[src/hdl/mdd_pkg.sv]
// Shared types and constants of the motion dwell detector.
package mdd_pkg;

  // Countdown width and field widths
  localparam int unsigned TimerWidth = 16;
  localparam int unsigned RegWidth   = 16;
  localparam int unsigned CountWidth = 8;
  localparam int unsigned IdxWidth   = 3;

  // Reset values of the configuration registers
  localparam logic                  EnableRst    = 1'b0;
  localparam logic [CountWidth-1:0] ThresholdRst = 8'd3;
  localparam logic [RegWidth-1:0]   ReadyRst     = 16'd3000;
  localparam logic [RegWidth-1:0]   SpaceRst     = 16'd1000;
  localparam logic [RegWidth-1:0]   ClearRst     = 16'd2000;

  // Command codes of an input item
  typedef enum logic [1:0] {
    CMD_TICK  = 2'd0,
    CMD_CHECK = 2'd1,
    CMD_START = 2'd2,
    CMD_NONE  = 2'd3
  } cmd_e;

  // Configuration register indexes
  typedef enum logic [IdxWidth-1:0] {
    REG_ENABLE    = 3'd0,
    REG_THRESHOLD = 3'd1,
    REG_READY     = 3'd2,
    REG_SPACE     = 3'd3,
    REG_CLEAR     = 3'd4
  } reg_idx_e;

  // Current configuration
  typedef struct packed {
    logic                  enable;
    logic [CountWidth-1:0] threshold;
    logic [RegWidth-1:0]   ready_time;
    logic [RegWidth-1:0]   space_time;
    logic [RegWidth-1:0]   clear_time;
  } cfg_t;

  // One input item
  typedef struct packed {
    logic sensor_level;
    cmd_e command;
  } item_t;

  // One result item
  typedef struct packed {
    logic [CountWidth-1:0] detect_count;
    logic                  dwell_warning;
    logic                  detect_pulse;
  } res_t;

endpackage

[src/hdl/mdd_cfg.sv]
// Configuration register file of the motion dwell detector.
module mdd_cfg (
  input  logic                            clk_i,
  input  logic                            rst_ni,
  input  logic                            cfg_we_i,
  input  logic [mdd_pkg::IdxWidth-1:0]    cfg_idx_i,
  input  logic [mdd_pkg::RegWidth-1:0]    cfg_wdata_i,
  output mdd_pkg::cfg_t                   cfg_o
);

  mdd_pkg::cfg_t cfg_q, cfg_d;

  // Decode the write; ignore indexes past the last register
  always_comb begin
    cfg_d = cfg_q;
    if (cfg_we_i) begin
      case (mdd_pkg::reg_idx_e'(cfg_idx_i))
        mdd_pkg::REG_ENABLE:    cfg_d.enable     = cfg_wdata_i[0];
        mdd_pkg::REG_THRESHOLD: cfg_d.threshold  = cfg_wdata_i[mdd_pkg::CountWidth-1:0];
        mdd_pkg::REG_READY:     cfg_d.ready_time = cfg_wdata_i;
        mdd_pkg::REG_SPACE:     cfg_d.space_time = cfg_wdata_i;
        mdd_pkg::REG_CLEAR:     cfg_d.clear_time = cfg_wdata_i;
        default:                cfg_d = cfg_q;
      endcase
    end
  end

  always_ff @(posedge clk_i or negedge rst_ni) begin
    if (!rst_ni) begin
      cfg_q.enable     <= mdd_pkg::EnableRst;
      cfg_q.threshold  <= mdd_pkg::ThresholdRst;
      cfg_q.ready_time <= mdd_pkg::ReadyRst;
      cfg_q.space_time <= mdd_pkg::SpaceRst;
      cfg_q.clear_time <= mdd_pkg::ClearRst;
    end else begin
      cfg_q <= cfg_d;
    end
  end

  assign cfg_o = cfg_q;

endmodule

[src/hdl/mdd_core.sv]
// Countdown timers, motion latch and detection counter with the per-item update.
module mdd_core (
  input  logic          clk_i,
  input  logic          rst_ni,
  input  logic          step_i,
  input  mdd_pkg::item_t item_i,
  input  mdd_pkg::cfg_t  cfg_i,
  output mdd_pkg::res_t  res_o
);

  localparam int unsigned TW = mdd_pkg::TimerWidth;
  localparam int unsigned CW = mdd_pkg::CountWidth;

  logic [TW-1:0] ready_q, ready_d;
  logic [TW-1:0] space_q, space_d;
  logic [TW-1:0] clear_q, clear_d;
  logic          latch_q, latch_d;
  logic [CW-1:0] det_q, det_d;

  logic [TW-1:0] ready_rld, space_rld, clear_rld;
  logic [CW-1:0] det_inc;
  logic          pulse, warn;

  assign ready_rld = TW'(cfg_i.ready_time);
  assign space_rld = TW'(cfg_i.space_time);
  assign clear_rld = TW'(cfg_i.clear_time);

  // Work out the next state and the flags for the item in hand
  always_comb begin
    ready_d = ready_q;
    space_d = space_q;
    clear_d = clear_q;
    latch_d = latch_q;
    det_d   = det_q;
    det_inc = '0;
    pulse   = 1'b0;
    warn    = 1'b0;
    case (item_i.command)
      mdd_pkg::CMD_TICK: begin
        if (ready_q != '0) ready_d = ready_q - TW'(1);
        if (space_q != '0) space_d = space_q - TW'(1);
        if (clear_q != '0) clear_d = clear_q - TW'(1);
      end
      mdd_pkg::CMD_START: begin
        ready_d = ready_rld;
        space_d = space_rld;
      end
      mdd_pkg::CMD_CHECK: begin
        if (cfg_i.enable) begin
          // clear rule: rearm on motion, drop the count on quiet
          if (clear_q == '0 && latch_q) begin
            if (item_i.sensor_level) begin
              clear_d = clear_rld;
            end else begin
              latch_d = 1'b0;
              det_d   = '0;
            end
          end
          // count a detection once ready and spacing have run out
          if (space_q == '0 && ready_q == '0 && item_i.sensor_level) begin
            det_inc = det_d + CW'(1);
            latch_d = 1'b1;
            clear_d = clear_rld;
            space_d = space_rld;
            pulse   = 1'b1;
            if (det_inc >= cfg_i.threshold) begin
              warn  = 1'b1;
              det_d = '0;
            end else begin
              det_d = det_inc;
            end
          end
        end
      end
      default: ;
    endcase
  end

  // Commit the state when the item moves to the result register
  always_ff @(posedge clk_i or negedge rst_ni) begin
    if (!rst_ni) begin
      ready_q <= TW'(mdd_pkg::ReadyRst);
      space_q <= TW'(mdd_pkg::SpaceRst);
      clear_q <= '0;
      latch_q <= 1'b0;
      det_q   <= '0;
    end else if (step_i) begin
      ready_q <= ready_d;
      space_q <= space_d;
      clear_q <= clear_d;
      latch_q <= latch_d;
      det_q   <= det_d;
    end
  end

  assign res_o.detect_pulse  = pulse;
  assign res_o.dwell_warning = warn;
  assign res_o.detect_count  = det_d;

endmodule

[src/hdl/motion_dwell_detector.sv]
// Top level of the motion dwell detector: stream ports, input and result registers.
//
// Usage: items enter on the s_axis channel; each carries a command (tick, check,
// start) and the sensor level. For every item exactly one result leaves on the
// m_axis channel, in order: detect pulse, dwell warning and the detection count.
// Thresholds and times are set through the write port (cfg_we_i, cfg_idx_i,
// cfg_wdata_i) while no item is in flight.
// Flow: an accepted item waits in the input register until the result register
// frees up; its result is then loaded into the result register and m_axis_tvalid
// rises. Throughput: one item per cycle while m_axis_tready stays high; the single
// update of the timers and counter between the two registers sets that figure.
// Reset: ready and space timers load their reset reload values, clear timer, latch
// and count clear, both registers empty, configuration takes its reset values.
// Stall: while m_axis_tready is low the result holds; an empty input register still
// takes one more item, after which s_axis_tready drops until the result is taken.
module motion_dwell_detector (
  input  logic                         clk_i,
  input  logic                         rst_ni,
  input  logic                         s_axis_tvalid,
  output logic                         s_axis_tready,
  input  logic [7:0]                   s_axis_tdata,   // [1:0] command, [2] sensor_level
  output logic                         m_axis_tvalid,
  input  logic                         m_axis_tready,
  output logic [15:0]                  m_axis_tdata,   // [0] detect_pulse,
                                                       // [1] dwell_warning, [9:2] detect_count
  input  logic                         cfg_we_i,
  input  logic [mdd_pkg::IdxWidth-1:0] cfg_idx_i,
  input  logic [mdd_pkg::RegWidth-1:0] cfg_wdata_i
);

  mdd_pkg::cfg_t  cfg;
  mdd_pkg::item_t in_q;
  logic           in_vld_q;
  mdd_pkg::res_t  res;
  mdd_pkg::res_t  out_q;
  logic           out_vld_q;
  logic           advance, step;

  mdd_cfg u_cfg (
    .clk_i      (clk_i),
    .rst_ni     (rst_ni),
    .cfg_we_i   (cfg_we_i),
    .cfg_idx_i  (cfg_idx_i),
    .cfg_wdata_i(cfg_wdata_i),
    .cfg_o      (cfg)
  );

  // The result register frees up when empty or being taken
  assign advance       = !out_vld_q || m_axis_tready;
  assign step          = in_vld_q && advance;
  assign s_axis_tready = !in_vld_q || advance;

  // Input register
  always_ff @(posedge clk_i or negedge rst_ni) begin
    if (!rst_ni) begin
      in_vld_q <= 1'b0;
    end else if (s_axis_tready) begin
      in_vld_q <= s_axis_tvalid;
    end
  end

  always_ff @(posedge clk_i) begin
    if (s_axis_tready && s_axis_tvalid) begin
      in_q.command      <= mdd_pkg::cmd_e'(s_axis_tdata[1:0]);
      in_q.sensor_level <= s_axis_tdata[2];
    end
  end

  mdd_core u_core (
    .clk_i (clk_i),
    .rst_ni(rst_ni),
    .step_i(step),
    .item_i(in_q),
    .cfg_i (cfg),
    .res_o (res)
  );

  // Result register
  always_ff @(posedge clk_i or negedge rst_ni) begin
    if (!rst_ni) begin
      out_vld_q <= 1'b0;
    end else if (advance) begin
      out_vld_q <= in_vld_q;
    end
  end

  always_ff @(posedge clk_i) begin
    if (step) begin
      out_q <= res;
    end
  end

  assign m_axis_tvalid = out_vld_q;
  assign m_axis_tdata  = {6'b0, out_q.detect_count, out_q.dwell_warning, out_q.detect_pulse};

endmodule

[config.mk]
export PLATFORM = sky130hd
export DESIGN_NAME = motion_dwell_detector
export DESIGN_NICKNAME = d
export VERILOG_FILES = /design/src/hdl/mdd_pkg.sv /design/src/hdl/mdd_cfg.sv /design/src/hdl/mdd_core.sv /design/src/hdl/motion_dwell_detector.sv
export SDC_FILE = /design/constraint.sdc
export NUM_CORES = 1
export LEC_CHECK = 0
export BUFFER_PORTS_ARGS = -buffer_cell sky130_fd_sc_hd__buf_2
export CELL_PAD_IN_SITES_DETAIL_PLACEMENT = 1
export CELL_PAD_IN_SITES_GLOBAL_PLACEMENT = 1
export CORE_MARGIN = 2
export CORE_UTILIZATION = 30
export CTS_CLUSTER_SIZE = 8
export DETAILED_ROUTE_END_ITERATION = 10
export GPL_TIMING_DRIVEN = 0
export PLACE_DENSITY_LB_ADDON = 0.1
export SLEW_MARGIN = 15
export SYNTH_ARGS = -nofsm -noshare
export SYNTH_HDL_FRONTEND = slang
export SYNTH_SLANG_ARGS = --single-unit
[constraint.sdc]
create_clock -name clk_i -period 5 [get_ports clk_i]
set_input_delay 1 -clock clk_i [delete_from_list [all_inputs] [get_ports clk_i]]
set_output_delay 1 -clock clk_i [all_outputs]
set_load 0.1 [all_outputs]
* Word level (Yosys, flattened, before mapping)
Cells that the tools add are included.
** Storage, ports and cells
- Input bits :: 32
- Word-level logic and storage cells :: 93
- Register bits :: 129
** Cells by class
- Reduce and logical (&&, ||, !) cells :: 32
- Magnitude comparators :: 1
- $add $sub $neg :: 4
- Mux-type cells :: 25
- Equality and inequality tests :: 14
** Operators with widths (number)
- 2-to-1 mux 16 bit :: 9
- 2-to-1 mux 8 bit :: 8
- one-hot mux 16 bit (2 select lines) :: 2
- zero test 16 bit :: 3
- one-hot mux 16 bit (3 select lines) :: 1
- nonzero test 16 bit :: 3
- subtractor 16 x 1 -> 16 bit, second input constant :: 3
- AND reduction 2 bit :: 6
- inequality test 2 x 1 -> 1 bit, second input constant :: 5
- AND reduction 5 bit :: 2
- adder 8 x 1 -> 8 bit, second input constant :: 1
- >= comparator 8 bit :: 1
- == test 3 x 2 -> 1 bit, second input constant :: 2
- AND reduction 3 bit :: 2
- AND reduction 6 bit :: 1
- nonzero test 2 bit :: 3
- logical AND 1 bit :: 5
- 2-to-1 mux 1 bit :: 5
- == test 3 x 1 -> 1 bit, second input constant :: 1
- == test 3 bit, second input constant :: 1
- zero test 3 bit :: 1
- inequality test 3 x 1 -> 1 bit, second input constant :: 1
- inequality test 3 x 2 -> 1 bit, second input constant :: 1
- nonzero test 3 bit :: 1
- 6 further kinds :: 8

* Depth between registers and ports, before layout
- Depth in word-level cells :: 11
- Depth in mapped cells :: 19

* Cells and area by module
A second synthesis with hierarchy kept.
** Second synthesis, totals
- Cells, all modules :: 683
- Area, all modules :: 6998.0 um^2
** Modules (own cells, without submodules)
- mdd_core :: times used 1, sequential area each 1442.6 um^2, area an instance 4191.5 um^2, cells an instance 530
- mdd_cfg :: times used 1, sequential area each 1452.6 um^2, area an instance 2263.4 um^2, cells an instance 125
- motion_dwell_detector :: times used 1, sequential area each 440.4 um^2, area an instance 543.0 um^2, cells an instance 28

* Worst setup path before layout
OpenSTA, ideal clock, no wires.
- Path kind :: flip-flop to flip-flop
- From :: register u_core.clear_q[10]
- To :: register out_q, in the netlist m_axis_tdata[9], data pin
- Library setup time :: 0.254 ns
- Data arrival time :: 3.968 ns
- Clock period less this slack :: 4.222 ns
- Stages on the path, launching flop included :: 18
- Buffers on the path :: 2
- Path slack :: 0.778 ns
- Path through :: dfrtp_1 -> buf_2 -> nor4_1 -> nand4_1 -> or2_2 -> clkbuf_1 -> and2_1 -> ha_1 -> nand3_1 -> nor2_1 -> xnor2_1 -> nor2_1 -> ha_1 -> nand4_1 -> o31ai_1 -> nor2_1 -> nor4b_1 -> a21o_1
** RTL lines
- start, declared :: RTL line mdd_core.sv:16 : logic [TW-1:0] clear_q, clear_d;
- start signal, assigned :: RTL line mdd_core.sv:90 : clear_q <= clear_d;
- end signal, assigned :: RTL line motion_dwell_detector.sv:89 : out_q <= res;
- end, declared :: RTL line motion_dwell_detector.sv:35 : mdd_pkg::res_t out_q;

==> impl_results.md <==
* Syn Area/Cell at between 9 and 10 µm²
* Number of synthesized flops with an enable pin at 13
* Top achievable clock speed at between 0.2 and 0.25 GHz
* Final TNS setup at 0 ns
* Worst Setup Path Type: reg -> reg
* Final Max Slew Viols at 0
* Clock transition at path regs at 0.07 ns
* PwrDens at about 500 nW/µm²
* Async SR Flop Fraction at about nine tenths
* Via Count at 5,600
* Synth Flop Type: dfrtp_1
* Worst Max-Slew Pin Slew at about 1.2 ns
* R2R setup slack at just over 0.3 ns
* Layout cell share with drive strength beyond 1 at between 20% and 30%
* Final setup viols at 0
* Vert. Die Dim at around 160 µm
* Vias in the first global route at 5,932
* Total global routing overflow at 0
* DP Wirelength at around 15 mm
* Worst-skew pair later-pin latency at 0.43 ns
* Final std cells w/o fill at around 1,100
* Clock Sinks at about 130
* RSZ-0062 raised after global routing: false
* Core area at 22,600 µm²
* Max_cap viols at 0
* Worst r2r src: u_core.clear_q[1]
* Placer Congestion at 0.737
* Row cnt at between 50 and 60
* Status: finished clean
* CP Data Arrival Time at between 4 and 5 ns
* Final Cycle Share at between 90 and 100%
* Worst Setup SP: u_core.clear_q[1]
* Num CTS Buffers at 17
* Vias per cell at between 5 and 6
* Drt initial violations at approximately 220
* Most frequent cells in the layout: dfrtp_1 (82), nor2_1 (72), nand2_1 (58)
* Post-Place Cells at between 1,000 and 1,500
* First-pass GRT wire length at 34.2 mm
* Critical Path RT at a little over 5 ns
* Relative slew slack at 22.9%
* Final Hold Fails at 0
* Yosys cell types at between 60 and 70
* Min Tclk post-route at ~4.7 ns
* Clock H-tree levels at 4
* Ant diodes at 0
* Synth Warn # at 0
* Final Power at 4.06 mW
* PortBufs at 38
* CTS tree: built
* Area grow syn2layout at 19.0%
* Post-CTS Setup Bufs at 0
* Register-to-Register Path Depth at 18
* CP Max Fanout at 10
* Maximum VDD drop at around 190 µV
* WL final at about 21 mm
* Crit path capture type: flip-flop
* Commonest non-fill, non-tap cell in the layout: dfrtp_1
* # DRC at 0
* TritonRoute pass-1 iters at 4
* Fin nets at slightly above 800
* Mapped Cells at 704
* Maximum clock path buffer count at 2
* # IOs at 50
* Pin count of the biggest net entering global routing at between 70 and 80
* RR Endpoint: m_axis_tdata[4]
* Synthesized flop and latch total at 129
* Layout Skew at 0.0115 ns
* Chip Width at about 160 µm
* Initial Utilization at 30.4%
* Die Area at ~24,000 µm²
* Hold crit path type: in -> async
* Antenna violations before repair at 0
* Antenna viol nets, final at 0
* Register area share after synthesis at between 40 and 50%
* GRT Total Usage at between 10% and 20%
* Area of the mapped netlist at approximately 6900 µm²
* Placement Cell Area at 7470 µm²
* Setup crit end: m_axis_tdata[4]
* Worst Setup Start Kind: flip-flop
* CTS Root Buffer Type: clkbuf_16
* Pleak at about 3.2 nW
* Fin util at 36.2%
* Wire per inst at roughly 20 µm
* Design area at slightly above 8000 µm²
-- worst max-delay path, stage by stage (launching register included) --
cell and delay, ns:
dfrtp_1 0.40, inv_1 0.13, ha_1 0.21, nor4bb_1 0.25, nand4_1 0.24, or2_2 0.34, clkbuf_1 0.25, and2_1 0.26
ha_1 0.25, nand3_1 0.22, nor2_1 0.15, xnor2_1 0.17, nor2_1 0.07, ha_1 0.31, nand4_1 0.23, o311ai_0 0.53
a21oi_1 0.18, o21ai_0 0.16, o21ai_0 0.10
-- timing repair --
action	CTS	global route
gates cloned	0	1
hold buffers	0	0
pin swaps	0	1
resized for setup	2	5
endpoints found under the setup margin	17	15
-- state kept, by name, summed over array words and instances (netlist names) --
register and flops:
u_cfg.cfg_o 57, u_core.clear_q 16, u_core.ready_q 16, u_core.space_q 16, m_axis_tdata 10, u_core.det_q 8
in_q 3, in_vld_q 1, m_axis_tvalid 1, u_core.latch_q 1
-- cell families after synthesis --
group / share of synthesized area, %
adder cells (fa/ha/maj): 3.10
multiplexers: 8.32
buffers and inverters: 4.57
flip-flops: 48.6
AND/OR/NAND/NOR: 17.0
AO/OA/AOI/OAI: 17.6
other: 0.0546
XOR/XNOR: 0.765
-- synthesized netlist by cell type, types with 4 or more instances --
| cell | count | share of area [%] |
|---|---|---|
| nand4_1 | 4 | 0.36 |
| nand2b_1 | 5 | 0.46 |
| edfxtp_1 | 13 | 5.7 |
| inv_1 | 28 | 1.5 |
| a22oi_1 | 17 | 1.9 |
| buf_2 | 8 | 0.58 |
| nand3_1 | 13 | 0.95 |
| ha_1 | 17 | 3.1 |
| nor3b_1 | 4 | 0.44 |
| mux2_2 | 49 | 8.0 |
| nand2_1 | 58 | 3.2 |
| dfrtp_1 | 82 | 30 |
| clkbuf_1 | 24 | 1.3 |
| o21ai_1 | 25 | 1.8 |
| nor3_1 | 22 | 1.6 |
| and2_1 | 4 | 0.36 |
| o22ai_1 | 7 | 0.64 |
| o21bai_1 | 4 | 0.44 |
| a31oi_1 | 5 | 0.46 |
| dfstp_2 | 34 | 13 |
| nor2b_1 | 4 | 0.36 |
| nor2_1 | 72 | 3.9 |
| a211oi_1 | 4 | 0.44 |
| a21oi_1 | 44 | 3.2 |
| or3_1 | 8 | 0.73 |
| o21ai_0 | 46 | 3.4 |
| o2bb2ai_1 | 6 | 0.76 |
| nor4_1 | 19 | 1.7 |
| o211ai_1 | 4 | 0.44 |
| o31ai_1 | 7 | 0.76 |
| buf_4 | 6 | 0.66 |
| a21o_1 | 4 | 0.44 |
-- power breakdown --
group	internal (mW)	switching (mW)	total, mW
Clock	0.834	0.534	1.37
Combinational	0.407	0.589	0.996
Sequential	1.40	0.293	1.69
Total	2.64	1.42	4.06
-- worst min path at each step --
stage,startpoint,cells past startpoint,endpoint
6_report,rst_ni,1,u_core.space_q[4]
5_1_grt,u_core.ready_q[5],1,u_core.ready_q[5]
4_1_cts,u_core.space_q[9],2,u_core.space_q[9]
3_5_place_dp,u_core.space_q[9],2,u_core.space_q[9]
3_3_place_gp,u_core.space_q[6],2,u_core.space_q[6]
2_1_floorplan,u_cfg.cfg_o[8],2,u_cfg.cfg_o[8]
-- metrics by stage --
stage | hold WS (ns) | setup slack, ns
3_5_place_dp | 0.492 | -0.456
5_1_grt | 0.514 | 0.0281
2_1_floorplan | 0.463 | 0.778
3_3_place_gp | 0.489 | -0.513
6_report | 0.498 | 0.309
4_1_cts | 0.499 | 0.0281
-- final cells by class --
type	count	area, µm²
multi-input cells	510	3310
clock buffers	21	503
plain buffers	42	205
flip-flops and latches	129	3340
inverters	29	109
well taps	285	357
fillers	2592	14400
repair buffers	39	224
clock inverters	11	136
-- layer usage --
metal	GRT usage, %	part of all wire [%]	vias up	routed length (µm)
met1	24.8	48	2838	10300
met3	3.23	2.2	17	469
met2	30.9	48	58	10400
met4	4.81	1.3	0	273
met5	0	0	-	0
li1	-	-	2687	-
Note: power is estimated with default switching activity, not from simulation.
